**config.mk**
```make
export PLATFORM = sky130hd
export DESIGN_NAME = sibilance_gain_reducer
export DESIGN_NICKNAME = d
export VERILOG_FILES = /design/src/rtl/sgr_pkg.sv /design/src/rtl/sgr_cfg_regs.sv /design/src/rtl/sgr_ctrl.sv /design/src/rtl/sgr_datapath.sv /design/src/rtl/sibilance_gain_reducer.sv
export SDC_FILE = /design/constraint.sdc
export NUM_CORES = 2
export LEC_CHECK = 0
export BUFFER_PORTS_ARGS = -buffer_cell sky130_fd_sc_hd__buf_2
export CAP_MARGIN = 15
export CORE_AREA = 2 2 382 384
export CTS_CLUSTER_SIZE = 30
export DETAILED_ROUTE_END_ITERATION = 8
export DIE_AREA = 0 0 384 386
export PLACE_DENSITY_LB_ADDON = 0.12
export SETUP_SLACK_MARGIN = 0.05
export SKIP_CTS_REPAIR_TIMING = 1
export SYNTH_ARGS = -nofsm -noshare
export SYNTH_HDL_FRONTEND = slang
export SYNTH_SLANG_ARGS = --single-unit
```
**constraint.sdc**
```tcl
create_clock -name clk -period 7.9 [get_ports clk]
set_input_delay 0.79 -clock clk [delete_from_list [all_inputs] [get_ports clk]]
set_output_delay 0.79 -clock clk [all_outputs]
set_load 0.03 [all_outputs]
```
**src/rtl/sgr_pkg.sv**
```systemverilog
// sgr_pkg: shared types and constants of the sibilance gain reducer
// holds payload structs, configuration struct, controller states and datapath commands
// no dependencies
package sgr_pkg;

    // sample format and fixed-point constants
    localparam int SAMPLE_BITS = 24;
    localparam int GAIN_BITS   = 24;
    localparam int COEFF_BITS  = 24;
    localparam int RECIP_BITS  = 32;
    localparam int CFG_ADDR_BITS = 3;
    localparam int CFG_DATA_BITS = 32;

    localparam logic [GAIN_BITS-1:0]  ONE_Q23 = 24'd8388608;
    localparam logic [COEFF_BITS-1:0] W_NEW   = 24'd5033165;
    localparam logic [COEFF_BITS-1:0] W_OLD   = 24'd11744051;

    // multiplier and accumulator widths
    localparam int OPA_BITS  = 25;
    localparam int OPB_BITS  = 33;
    localparam int PROD_BITS = OPA_BITS + OPB_BITS;
    localparam int ACC_BITS  = PROD_BITS + 2;

    // register reset values
    localparam logic [COEFF_BITS-1:0] ATTACK_RESET    = 24'd16431300;
    localparam logic [COEFF_BITS-1:0] RELEASE_RESET   = 24'd16770226;
    localparam logic [GAIN_BITS-1:0]  THRESHOLD_RESET = 24'd838861;
    localparam logic [RECIP_BITS-1:0] RECIP_RESET     = 32'd10485760;
    localparam logic [GAIN_BITS-1:0]  RANGE_RESET     = 24'd4194304;

    // register indexes
    typedef enum logic [CFG_ADDR_BITS-1:0] {
        REG_ATTACK    = 3'd0,
        REG_RELEASE   = 3'd1,
        REG_THRESHOLD = 3'd2,
        REG_RECIP     = 3'd3,
        REG_RANGE     = 3'd4
    } cfg_idx_t;

    typedef struct packed {
        logic [COEFF_BITS-1:0] attack_coeff;
        logic [COEFF_BITS-1:0] release_coeff;
        logic [GAIN_BITS-1:0]  threshold_level;
        logic [RECIP_BITS-1:0] threshold_reciprocal;
        logic [GAIN_BITS-1:0]  range_level;
    } cfg_t;

    // input and output beats
    typedef struct packed {
        logic signed [SAMPLE_BITS-1:0] sample_in;
        logic                          channel;
        logic                          block_start;
    } in_beat_t;

    typedef struct packed {
        logic signed [SAMPLE_BITS-1:0] sample_out;
        logic [GAIN_BITS-1:0]          gain_applied;
    } out_beat_t;

    // controller states
    typedef enum logic [4:0] {
        S_IDLE,
        S_SM0, S_SM1, S_SM2, S_SM3,
        S_EN0, S_EN1, S_EN2, S_EN3, S_EN4,
        S_GN0, S_GN1, S_GN2, S_GN3, S_GN4, S_GN5, S_GN6,
        S_OUT0, S_OUT1, S_OUT2
    } state_t;

    // multiplier operand selection
    typedef enum logic [2:0] {
        MUL_NONE,
        MUL_SM_NEW,
        MUL_SM_OLD,
        MUL_ENV_OLD,
        MUL_ENV_NEW,
        MUL_RATIO,
        MUL_GAIN,
        MUL_OUT
    } mul_sel_t;

    // accumulator operation
    typedef enum logic [2:0] {
        ACC_HOLD,
        ACC_LOAD_R23,
        ACC_LOAD_R22,
        ACC_LOAD_R19,
        ACC_ADD
    } acc_op_t;

    // result capture
    typedef enum logic [2:0] {
        LATCH_NONE,
        LATCH_SMOOTH,
        LATCH_COEFF,
        LATCH_ENV,
        LATCH_DIFF,
        LATCH_RATIO,
        LATCH_GAIN,
        LATCH_OUT
    } latch_t;

    typedef struct packed {
        logic     capture;
        mul_sel_t mul_sel;
        acc_op_t  acc_op;
        latch_t   latch;
    } dp_cmd_t;

    typedef struct packed {
        logic out_free;
    } dp_status_t;

endpackage

```
**src/rtl/sgr_cfg_regs.sv**
```systemverilog
// sgr_cfg_regs: configuration register file of the sibilance gain reducer
// depends on sgr_pkg
module sgr_cfg_regs (
    input  logic                                  clk,
    input  logic                                  rst_n,
    input  logic                                  cfg_wr_en,
    input  logic [sgr_pkg::CFG_ADDR_BITS-1:0]     cfg_addr,
    input  logic [sgr_pkg::CFG_DATA_BITS-1:0]     cfg_wdata,
    output sgr_pkg::cfg_t                         cfg
);
    import sgr_pkg::*;

    cfg_t cfg_reg;
    cfg_t cfg_next;

    // decode the write; unused indexes leave everything as is
    always_comb
    begin
        cfg_next = cfg_reg;
        if (cfg_wr_en)
        begin
            unique case (cfg_addr)
                REG_ATTACK:    cfg_next.attack_coeff         = cfg_wdata[COEFF_BITS-1:0];
                REG_RELEASE:   cfg_next.release_coeff        = cfg_wdata[COEFF_BITS-1:0];
                REG_THRESHOLD: cfg_next.threshold_level      = cfg_wdata[GAIN_BITS-1:0];
                REG_RECIP:     cfg_next.threshold_reciprocal = cfg_wdata[RECIP_BITS-1:0];
                REG_RANGE:     cfg_next.range_level          = cfg_wdata[GAIN_BITS-1:0];
                default:       cfg_next = cfg_reg;
            endcase
        end
    end

    always_ff @(posedge clk or negedge rst_n)
    begin
        if (!rst_n)
        begin
            cfg_reg.attack_coeff         <= ATTACK_RESET;
            cfg_reg.release_coeff        <= RELEASE_RESET;
            cfg_reg.threshold_level      <= THRESHOLD_RESET;
            cfg_reg.threshold_reciprocal <= RECIP_RESET;
            cfg_reg.range_level          <= RANGE_RESET;
        end
        else
        begin
            cfg_reg <= cfg_next;
        end
    end

    assign cfg = cfg_reg;

endmodule

```
**src/rtl/sgr_ctrl.sv**
```systemverilog
// sgr_ctrl: sequencing state machine of the sibilance gain reducer
// steps the shared multiplier and accumulator; depends on sgr_pkg
module sgr_ctrl (
    input  logic                  clk,
    input  logic                  rst_n,
    input  logic                  in_valid,
    output logic                  in_stall,
    input  sgr_pkg::dp_status_t   status,
    output sgr_pkg::dp_cmd_t      cmd
);
    import sgr_pkg::*;

    state_t state_reg;
    state_t state_next;

    // next state
    always_comb
    begin
        state_next = state_reg;
        unique case (state_reg)
            S_IDLE:  if (in_valid) state_next = S_SM0;
            S_SM0:   state_next = S_SM1;
            S_SM1:   state_next = S_SM2;
            S_SM2:   state_next = S_SM3;
            S_SM3:   state_next = S_EN0;
            S_EN0:   state_next = S_EN1;
            S_EN1:   state_next = S_EN2;
            S_EN2:   state_next = S_EN3;
            S_EN3:   state_next = S_EN4;
            S_EN4:   state_next = S_GN0;
            S_GN0:   state_next = S_GN1;
            S_GN1:   state_next = S_GN2;
            S_GN2:   state_next = S_GN3;
            S_GN3:   state_next = S_GN4;
            S_GN4:   state_next = S_GN5;
            S_GN5:   state_next = S_GN6;
            S_GN6:   state_next = S_OUT0;
            S_OUT0:  state_next = S_OUT1;
            S_OUT1:  state_next = S_OUT2;
            S_OUT2:  if (status.out_free) state_next = S_IDLE;
            default: state_next = S_IDLE;
        endcase
    end

    // commands to the datapath
    always_comb
    begin
        cmd.capture = 1'b0;
        cmd.mul_sel = MUL_NONE;
        cmd.acc_op  = ACC_HOLD;
        cmd.latch   = LATCH_NONE;
        in_stall    = 1'b1;
        unique case (state_reg)
            S_IDLE:
            begin
                in_stall    = 1'b0;
                cmd.capture = in_valid;
            end
            S_SM0:   cmd.mul_sel = MUL_SM_NEW;
            S_SM1:
            begin
                cmd.mul_sel = MUL_SM_OLD;
                cmd.acc_op  = ACC_LOAD_R23;
            end
            S_SM2:   cmd.acc_op = ACC_ADD;
            S_SM3:   cmd.latch  = LATCH_SMOOTH;
            S_EN0:   cmd.latch  = LATCH_COEFF;
            S_EN1:   cmd.mul_sel = MUL_ENV_OLD;
            S_EN2:
            begin
                cmd.mul_sel = MUL_ENV_NEW;
                cmd.acc_op  = ACC_LOAD_R23;
            end
            S_EN3:   cmd.acc_op  = ACC_ADD;
            S_EN4:   cmd.latch   = LATCH_ENV;
            S_GN0:   cmd.latch   = LATCH_DIFF;
            S_GN1:   cmd.mul_sel = MUL_RATIO;
            S_GN2:   cmd.acc_op  = ACC_LOAD_R19;
            S_GN3:   cmd.latch   = LATCH_RATIO;
            S_GN4:   cmd.mul_sel = MUL_GAIN;
            S_GN5:   cmd.acc_op  = ACC_LOAD_R22;
            S_GN6:   cmd.latch   = LATCH_GAIN;
            S_OUT0:  cmd.mul_sel = MUL_OUT;
            S_OUT1:  cmd.acc_op  = ACC_LOAD_R22;
            S_OUT2:  if (status.out_free) cmd.latch = LATCH_OUT;
            default: in_stall = 1'b1;
        endcase
    end

    always_ff @(posedge clk or negedge rst_n)
    begin
        if (!rst_n)
        begin
            state_reg <= S_IDLE;
        end
        else
        begin
            state_reg <= state_next;
        end
    end

endmodule

```
**src/rtl/sgr_datapath.sv**
```systemverilog
// sgr_datapath: per-channel state, shared multiplier, accumulator and output register
// driven by sgr_ctrl commands; depends on sgr_pkg
module sgr_datapath #(
    parameter int CHANNEL_COUNT = 2
) (
    input  logic                  clk,
    input  logic                  rst_n,
    input  sgr_pkg::cfg_t         cfg,
    input  sgr_pkg::dp_cmd_t      cmd,
    output sgr_pkg::dp_status_t   status,
    input  sgr_pkg::in_beat_t     in_data,
    output logic                  out_valid,
    input  logic                  out_stall,
    output sgr_pkg::out_beat_t    out_data
);
    import sgr_pkg::*;

    localparam int CH_W = (CHANNEL_COUNT > 1) ? $clog2(CHANNEL_COUNT) : 1;

    // per-channel state
    logic signed [SAMPLE_BITS-1:0] smoother_reg [CHANNEL_COUNT];
    logic [GAIN_BITS-1:0]          envelope_reg [CHANNEL_COUNT];

    // captured item
    logic signed [SAMPLE_BITS-1:0] x_reg;
    logic [CH_W-1:0]               ch_reg;
    logic                          start_reg;

    // intermediate values
    logic [GAIN_BITS-1:0]   mag_reg;
    logic [COEFF_BITS-1:0]  coeff_reg;
    logic [GAIN_BITS-1:0]   env_reg;
    logic                   above_reg;
    logic [GAIN_BITS-1:0]   diff_reg;
    logic [GAIN_BITS-1:0]   ratio_reg;
    logic [GAIN_BITS-1:0]   rdiff_reg;
    logic [GAIN_BITS-1:0]   gain_reg;

    logic signed [PROD_BITS-1:0] prod_reg;
    logic signed [ACC_BITS-1:0]  acc_reg;

    out_beat_t out_reg;
    logic      out_valid_reg;

    logic signed [OPA_BITS-1:0]    op_a;
    logic signed [OPB_BITS-1:0]    op_b;
    logic signed [PROD_BITS-1:0]   prod_next;
    logic signed [ACC_BITS-1:0]    prod_ext;
    logic signed [ACC_BITS-1:0]    acc_next;
    logic signed [SAMPLE_BITS-1:0] prev_eff;
    logic [GAIN_BITS-1:0]          env_cur;
    logic signed [SAMPLE_BITS-1:0] smoothed;
    logic [GAIN_BITS-1:0]          mag;
    logic [GAIN_BITS:0]            env_sum;
    logic [GAIN_BITS-1:0]          env_new;
    logic [ACC_BITS-21:0]          ratio_wide;
    logic [GAIN_BITS:0]            reduction;
    logic [GAIN_BITS-1:0]          range_sat;
    logic [CH_W-1:0]               ch_in;

    assign ch_in    = (CHANNEL_COUNT > 1) ? CH_W'(in_data.channel) : '0;
    assign prev_eff = start_reg ? '0 : smoother_reg[ch_reg];
    assign env_cur  = envelope_reg[ch_reg];

    // operand selection for the shared multiplier
    always_comb
    begin
        op_a = '0;
        op_b = '0;
        unique case (cmd.mul_sel)
            MUL_SM_NEW:
            begin
                op_a = OPA_BITS'(x_reg);
                op_b = {{(OPB_BITS-COEFF_BITS){1'b0}}, W_NEW};
            end
            MUL_SM_OLD:
            begin
                op_a = OPA_BITS'(prev_eff);
                op_b = {{(OPB_BITS-COEFF_BITS){1'b0}}, W_OLD};
            end
            MUL_ENV_OLD:
            begin
                op_a = {1'b0, coeff_reg};
                op_b = {{(OPB_BITS-GAIN_BITS){1'b0}}, env_cur};
            end
            MUL_ENV_NEW:
            begin
                op_a = {1'b0, mag_reg};
                op_b = {{(OPB_BITS-COEFF_BITS-1){1'b0}}, 25'h1000000 - {1'b0, coeff_reg}};
            end
            MUL_RATIO:
            begin
                op_a = {1'b0, diff_reg};
                op_b = {1'b0, cfg.threshold_reciprocal};
            end
            MUL_GAIN:
            begin
                op_a = {1'b0, rdiff_reg};
                op_b = {{(OPB_BITS-GAIN_BITS){1'b0}}, ratio_reg};
            end
            MUL_OUT:
            begin
                op_a = OPA_BITS'(x_reg);
                op_b = {{(OPB_BITS-GAIN_BITS){1'b0}}, gain_reg};
            end
            default:
            begin
                op_a = '0;
                op_b = '0;
            end
        endcase
    end

    assign prod_next = PROD_BITS'(op_a) * PROD_BITS'(op_b);
    assign prod_ext  = ACC_BITS'(prod_reg);

    // accumulator with rounding offsets
    always_comb
    begin
        acc_next = acc_reg;
        unique case (cmd.acc_op)
            ACC_LOAD_R23: acc_next = prod_ext + (ACC_BITS'(1) <<< 23);
            ACC_LOAD_R22: acc_next = prod_ext + (ACC_BITS'(1) <<< 22);
            ACC_LOAD_R19: acc_next = prod_ext + (ACC_BITS'(1) <<< 19);
            ACC_ADD:      acc_next = acc_reg + prod_ext;
            default:      acc_next = acc_reg;
        endcase
    end

    // accumulator taps
    assign smoothed   = acc_reg[SAMPLE_BITS+23:24];
    assign mag        = smoothed[SAMPLE_BITS-1] ? GAIN_BITS'(-smoothed) : GAIN_BITS'(smoothed);
    assign env_sum    = acc_reg[GAIN_BITS+24:24];
    assign env_new    = (env_sum > {1'b0, ONE_Q23}) ? ONE_Q23 : env_sum[GAIN_BITS-1:0];
    assign ratio_wide = acc_reg[ACC_BITS-1:20];
    assign reduction  = acc_reg[GAIN_BITS+23:23];
    assign range_sat  = (cfg.range_level > ONE_Q23) ? ONE_Q23 : cfg.range_level;

    // multiplier and accumulator registers
    always_ff @(posedge clk)
    begin
        prod_reg <= prod_next;
        acc_reg  <= acc_next;
    end

    // item capture and intermediate results
    always_ff @(posedge clk)
    begin
        if (cmd.capture)
        begin
            x_reg     <= in_data.sample_in;
            ch_reg    <= ch_in;
            start_reg <= in_data.block_start;
        end
        unique case (cmd.latch)
            LATCH_SMOOTH: mag_reg <= mag;
            LATCH_COEFF:  coeff_reg <= (mag_reg > env_cur) ? cfg.attack_coeff
                                                           : cfg.release_coeff;
            LATCH_ENV:    env_reg <= env_new;
            LATCH_DIFF:
            begin
                above_reg <= env_reg > cfg.threshold_level;
                diff_reg  <= env_reg - cfg.threshold_level;
            end
            LATCH_RATIO:
            begin
                ratio_reg <= (ratio_wide > (ACC_BITS-20)'(ONE_Q23)) ? ONE_Q23
                                                                    : ratio_wide[GAIN_BITS-1:0];
                rdiff_reg <= ONE_Q23 - range_sat;
            end
            LATCH_GAIN:   gain_reg <= above_reg ? ONE_Q23 - reduction[GAIN_BITS-1:0] : ONE_Q23;
            LATCH_OUT:
            begin
                out_reg.sample_out   <= acc_reg[SAMPLE_BITS+22:23];
                out_reg.gain_applied <= gain_reg;
            end
            default:      mag_reg <= mag_reg;
        endcase
    end

    // per-channel smoother and envelope
    always_ff @(posedge clk or negedge rst_n)
    begin
        if (!rst_n)
        begin
            for (int i = 0; i < CHANNEL_COUNT; i++)
            begin
                smoother_reg[i] <= '0;
                envelope_reg[i] <= '0;
            end
        end
        else
        begin
            if (cmd.latch == LATCH_SMOOTH)
            begin
                smoother_reg[ch_reg] <= smoothed;
            end
            if (cmd.latch == LATCH_ENV)
            begin
                envelope_reg[ch_reg] <= env_new;
            end
        end
    end

    // output beat register
    always_ff @(posedge clk or negedge rst_n)
    begin
        if (!rst_n)
        begin
            out_valid_reg <= 1'b0;
        end
        else if (cmd.latch == LATCH_OUT)
        begin
            out_valid_reg <= 1'b1;
        end
        else if (!out_stall)
        begin
            out_valid_reg <= 1'b0;
        end
    end

    assign status.out_free = !out_valid_reg || !out_stall;
    assign out_valid       = out_valid_reg;
    assign out_data        = out_reg;

endmodule

```
**src/rtl/sibilance_gain_reducer.sv**
```systemverilog
// sibilance_gain_reducer: per-channel de-esser top level
// Input channel: in_valid / in_stall / in_data (sample_in, channel, block_start).
// Output channel: out_valid / out_stall / out_data (sample_out, gain_applied).
// Configuration: cfg_wr_en writes cfg_wdata to register cfg_addr at the clock edge
//   (0 attack, 1 release, 2 threshold, 3 threshold reciprocal, 4 range);
//   other indexes are ignored. Write only while the block is idle.
// One beat is taken at a time: in_stall is low only while the sequencer is idle.
// An item runs through the smoother, envelope, gain and output steps before the next
// can be accepted; one shared 25x33 multiplier is stepped through seven products,
// each registered and then accumulated.
// The output register holds a finished beat while out_stall is high; the next
// item is still accepted and runs up to its last step, where it waits for the slot.
// Reset clears the per-channel smoother and envelope, loads the register defaults
// and leaves both channels empty. Channel numbers wrap modulo CHANNEL_COUNT.
// Depends on sgr_pkg, sgr_cfg_regs, sgr_ctrl, sgr_datapath.
module sibilance_gain_reducer #(
    parameter int CHANNEL_COUNT = 2
) (
    input  logic                              clk,
    input  logic                              rst_n,
    input  logic                              in_valid,
    output logic                              in_stall,
    input  sgr_pkg::in_beat_t                 in_data,
    output logic                              out_valid,
    input  logic                              out_stall,
    output sgr_pkg::out_beat_t                out_data,
    input  logic                              cfg_wr_en,
    input  logic [sgr_pkg::CFG_ADDR_BITS-1:0] cfg_addr,
    input  logic [sgr_pkg::CFG_DATA_BITS-1:0] cfg_wdata
);
    import sgr_pkg::*;

    cfg_t       cfg;
    dp_cmd_t    cmd;
    dp_status_t status;

    // configuration registers
    sgr_cfg_regs u_cfg (
        .clk       (clk),
        .rst_n     (rst_n),
        .cfg_wr_en (cfg_wr_en),
        .cfg_addr  (cfg_addr),
        .cfg_wdata (cfg_wdata),
        .cfg       (cfg)
    );

    // sequencer
    sgr_ctrl u_ctrl (
        .clk      (clk),
        .rst_n    (rst_n),
        .in_valid (in_valid),
        .in_stall (in_stall),
        .status   (status),
        .cmd      (cmd)
    );

    // arithmetic and state
    sgr_datapath #(
        .CHANNEL_COUNT (CHANNEL_COUNT)
    ) u_dp (
        .clk       (clk),
        .rst_n     (rst_n),
        .cfg       (cfg),
        .cmd       (cmd),
        .status    (status),
        .in_data   (in_data),
        .out_valid (out_valid),
        .out_stall (out_stall),
        .out_data  (out_data)
    );

endmodule
```
==> results.md <==
* Area growth, synth to finish at 22.2%
* Slowest stage cell, crit path: fa_1
* Number of max-cap violations at 0
* Max rail drop VDD at 439 uV
* Starting DRT DRC Count at 4,319
* Skew final at 66.2 ps
* CTS tree: done
* Avg WL per Cell at 26.0 um
* Largest net degree at the start of global routing at 136
* Drt first pass iters at 8
* Reg2reg setup slack at -510 ps
* Vias per cell at 5.41
* Final slew viol count at 0
* Routability cong. at 0.989
* Max reg flops at 128
* Reg2reg path depth at 33
* Pwr Total at 29,100 uW
* Worst Max-Slew Pin Slew at 1260 ps
* Count leader, synth: inv_1
* Syn avg cell area at 9.53 um2
* Final setup fails at 28
* Combinational fraction of design power at 0.700
* Number of warnings issued by yosys at 0
* Setup WS post-layout at -505 ps
* Cell accounting for the most synthesized area: fa_1
* Power Dens Cells at 416 nW/um2
* CORE AREA at 145,000 um2
* Worst Hold Class: input port to async pin
* CTS Buf Count at 73
* Startpoint Class: flip-flop
* Fin crit share at 1.06
* Die Area at 148,000 um2
* Clk buf depth at 3
* Violated checks: negative setup slack
* Mapped cell area at 57,200 um2
* CP Capture Point: u_dp.prod_reg[50]
* DRT antenna net count at 0
* Switch share at 0.490
* Syn_nets at 7,093
* Synth top cells by count: 888 x inv_1, 784 x nand2_1, 689 x fa_1
* Cell variety after synth at 106
* Clock latency at the later pin of the worst-skew pair at 700 ps
* Final hold vios at 0
* Number of synthesized flops with an enable pin at 303
* Minimum clock period after layout at 8410 ps
* CTS sink cnt at 591
* Crit Path Class: flip-flop to flip-flop
* I/O Buffers at 115
* Final net count at 7,748
* DR DRC count at 0
* H-Tree Depth at 3
* R2R Path End: u_dp.prod_reg[50]
* Post-synthesis cell count at 5,998
* Static leakage at 0.0322 uW
* Vias at 46.7k
* Kind of end point of the critical path: flip-flop
* Fillers at 13.7k
* Register share of total power at 0.181
* Data required, critical path at 8440 ps
* Worst Path Arrival at 8940 ps
* Gr usage total at 0.302
* Initial core utilization at 0.396
* Ranking of synthesized cells by area: fa_1 24%, edfxtp_1 16%, dfrtp_1 8.2%
* Crit path largest cell delay at 600 ps
* Vias in the first global route at 47.2k
* Share of cells above drive strength 1 at 0.234
* Ys flop type: edfxtp_1
* Fmax at 119 MHz
* Clock Pin Slew Worst Setup and Hold Paths at 60 ps
* Std cell rows at 140
* Total Wirelength at 225,000 um
* Flops & latches, synth at 591
* CP dominant cell by count: fa_1
* Critical Path Start: u_ctrl.state_reg[1]
* Die H at 386 um
* Clock power share at 0.119
* Sequential share of the synthesized area at 0.281
* Boundary Pins at 116
* Total global routing overflow at 0
* Pint at 14,800 uW
* Relative slew margins at 0.155
* Initial antenna violation count at 4
* Switching pwr at 14,300 uW
* Die width at 384 um
* Worst r2r src: u_ctrl.state_reg[1]
* CP Max Fanout at 11
* Synth async-reset ratio at 0.389
* First-pass GRT wire length at 324,000 um
* RSZ-0062 raised after global routing: true
* Dpl hpwl at 183,000 um
* Core Util, Final at 0.484
* Clk root buf: clkbuf_16
* Outcome: finished with violations
* Top-area cell type share of the netlist area at 0.241
==> routing by layer <==
layer	wire length, um	part of all wire	track usage	vias up
met5	13	0.000058	0	-
met4	12000	0.053	0.137	2
met3	13000	0.058	0.0450	381
met2	106000	0.47	0.497	1574
met1	93600	0.42	0.395	23750
li1	-	-	-	20984
==> worst min path at each step <==
stage	from	endpoint	slack (ps)	depth (start not counted)
floorplan	u_dp.gain_reg[0]	u_dp.out_data[0]	430	0
global placement	u_dp.envelope_reg[0]	u_dp.envelope_reg[0]	460	2
detailed placement	u_dp.gain_reg[17]	u_dp.out_data[17]	470	0
CTS	rst_n	u_cfg.cfg[10]	160	1
global route	rst_n	u_cfg.cfg[88]	190	1
finish	rst_n	u_cfg.cfg[92]	130	1
==> worst max-delay path: cells and delay by family (launching register included) <==
family | cells | cell delay, ps
mux | 1 | 220
flops | 1 | 370
buf+inv | 10 | 1050
fa+ha+maj | 8 | 3890
compound gates | 11 | 1980
simple gates | 3 | 720
==> logic make-up after synthesis <==
group           synth area share
compound gates             0.108
buf+inv                   0.0829
flops                      0.281
xor+xnor                  0.0315
simple gates               0.137
fa+ha+maj                  0.316
mux                       0.0441
==> cell usage in the layout, fill, tap and decap left out, types with 97 or more instances in the layout <==
cell type and instances:
buf_12 97, inv_1 861, nor2_1 527, buf_4 667, dfrtp_1 186, ha_1 319
a21oi_1 204, edfxtp_1 303, fa_1 663, o21ai_0 161, mux2_2 198, nand2_1 765
buf_2 114, xnor2_1 120
==> layout make-up <==
| type | instances | area, um2 | area share |
|---|---|---|---|
| tap | 1917 | 2400 | 0.0343 |
| clock inverter | 38 | 422 | 0.00603 |
| sequential | 591 | 16100 | 0.230 |
| inverter | 897 | 3370 | 0.0482 |
| antenna | 2 | 5.00 | 0.0000716 |
| clock buffer | 98 | 2070 | 0.0297 |
| timing repair buffer | 906 | 7860 | 0.112 |
| multi-input combinational | 4184 | 37700 | 0.539 |
==> power groups by stage <==
stage,Clock [uW],Sequential (uW),Combinational (uW)
detailed placement,0,5280,19200
floorplan,0,4880,11000
global route,3640,5320,22000
CTS,3520,5230,19300
finish,3450,5260,20400
global placement,0,5280,19100
==> per-stage QoR <==
stage / setup TNS (ps) / setup WS [ps] / cell area, um2 / hold WS [ps] / cells
after global placement: -16460 / -773 / 66000 / 461 / 8447
after global routing: -16960 / -821 / 69900 / 194 / 8631
after floorplan: 0 / 35.9 / 57600 / 426 / 5998
after detailed placement: -16530 / -816 / 66000 / 471 / 8447
final: -8610 / -505 / 69900 / 133 / 8633
after CTS: -17390 / -834 / 68500 / 157 / 8583
No activity file was read; power rests on OpenSTA's default activity.
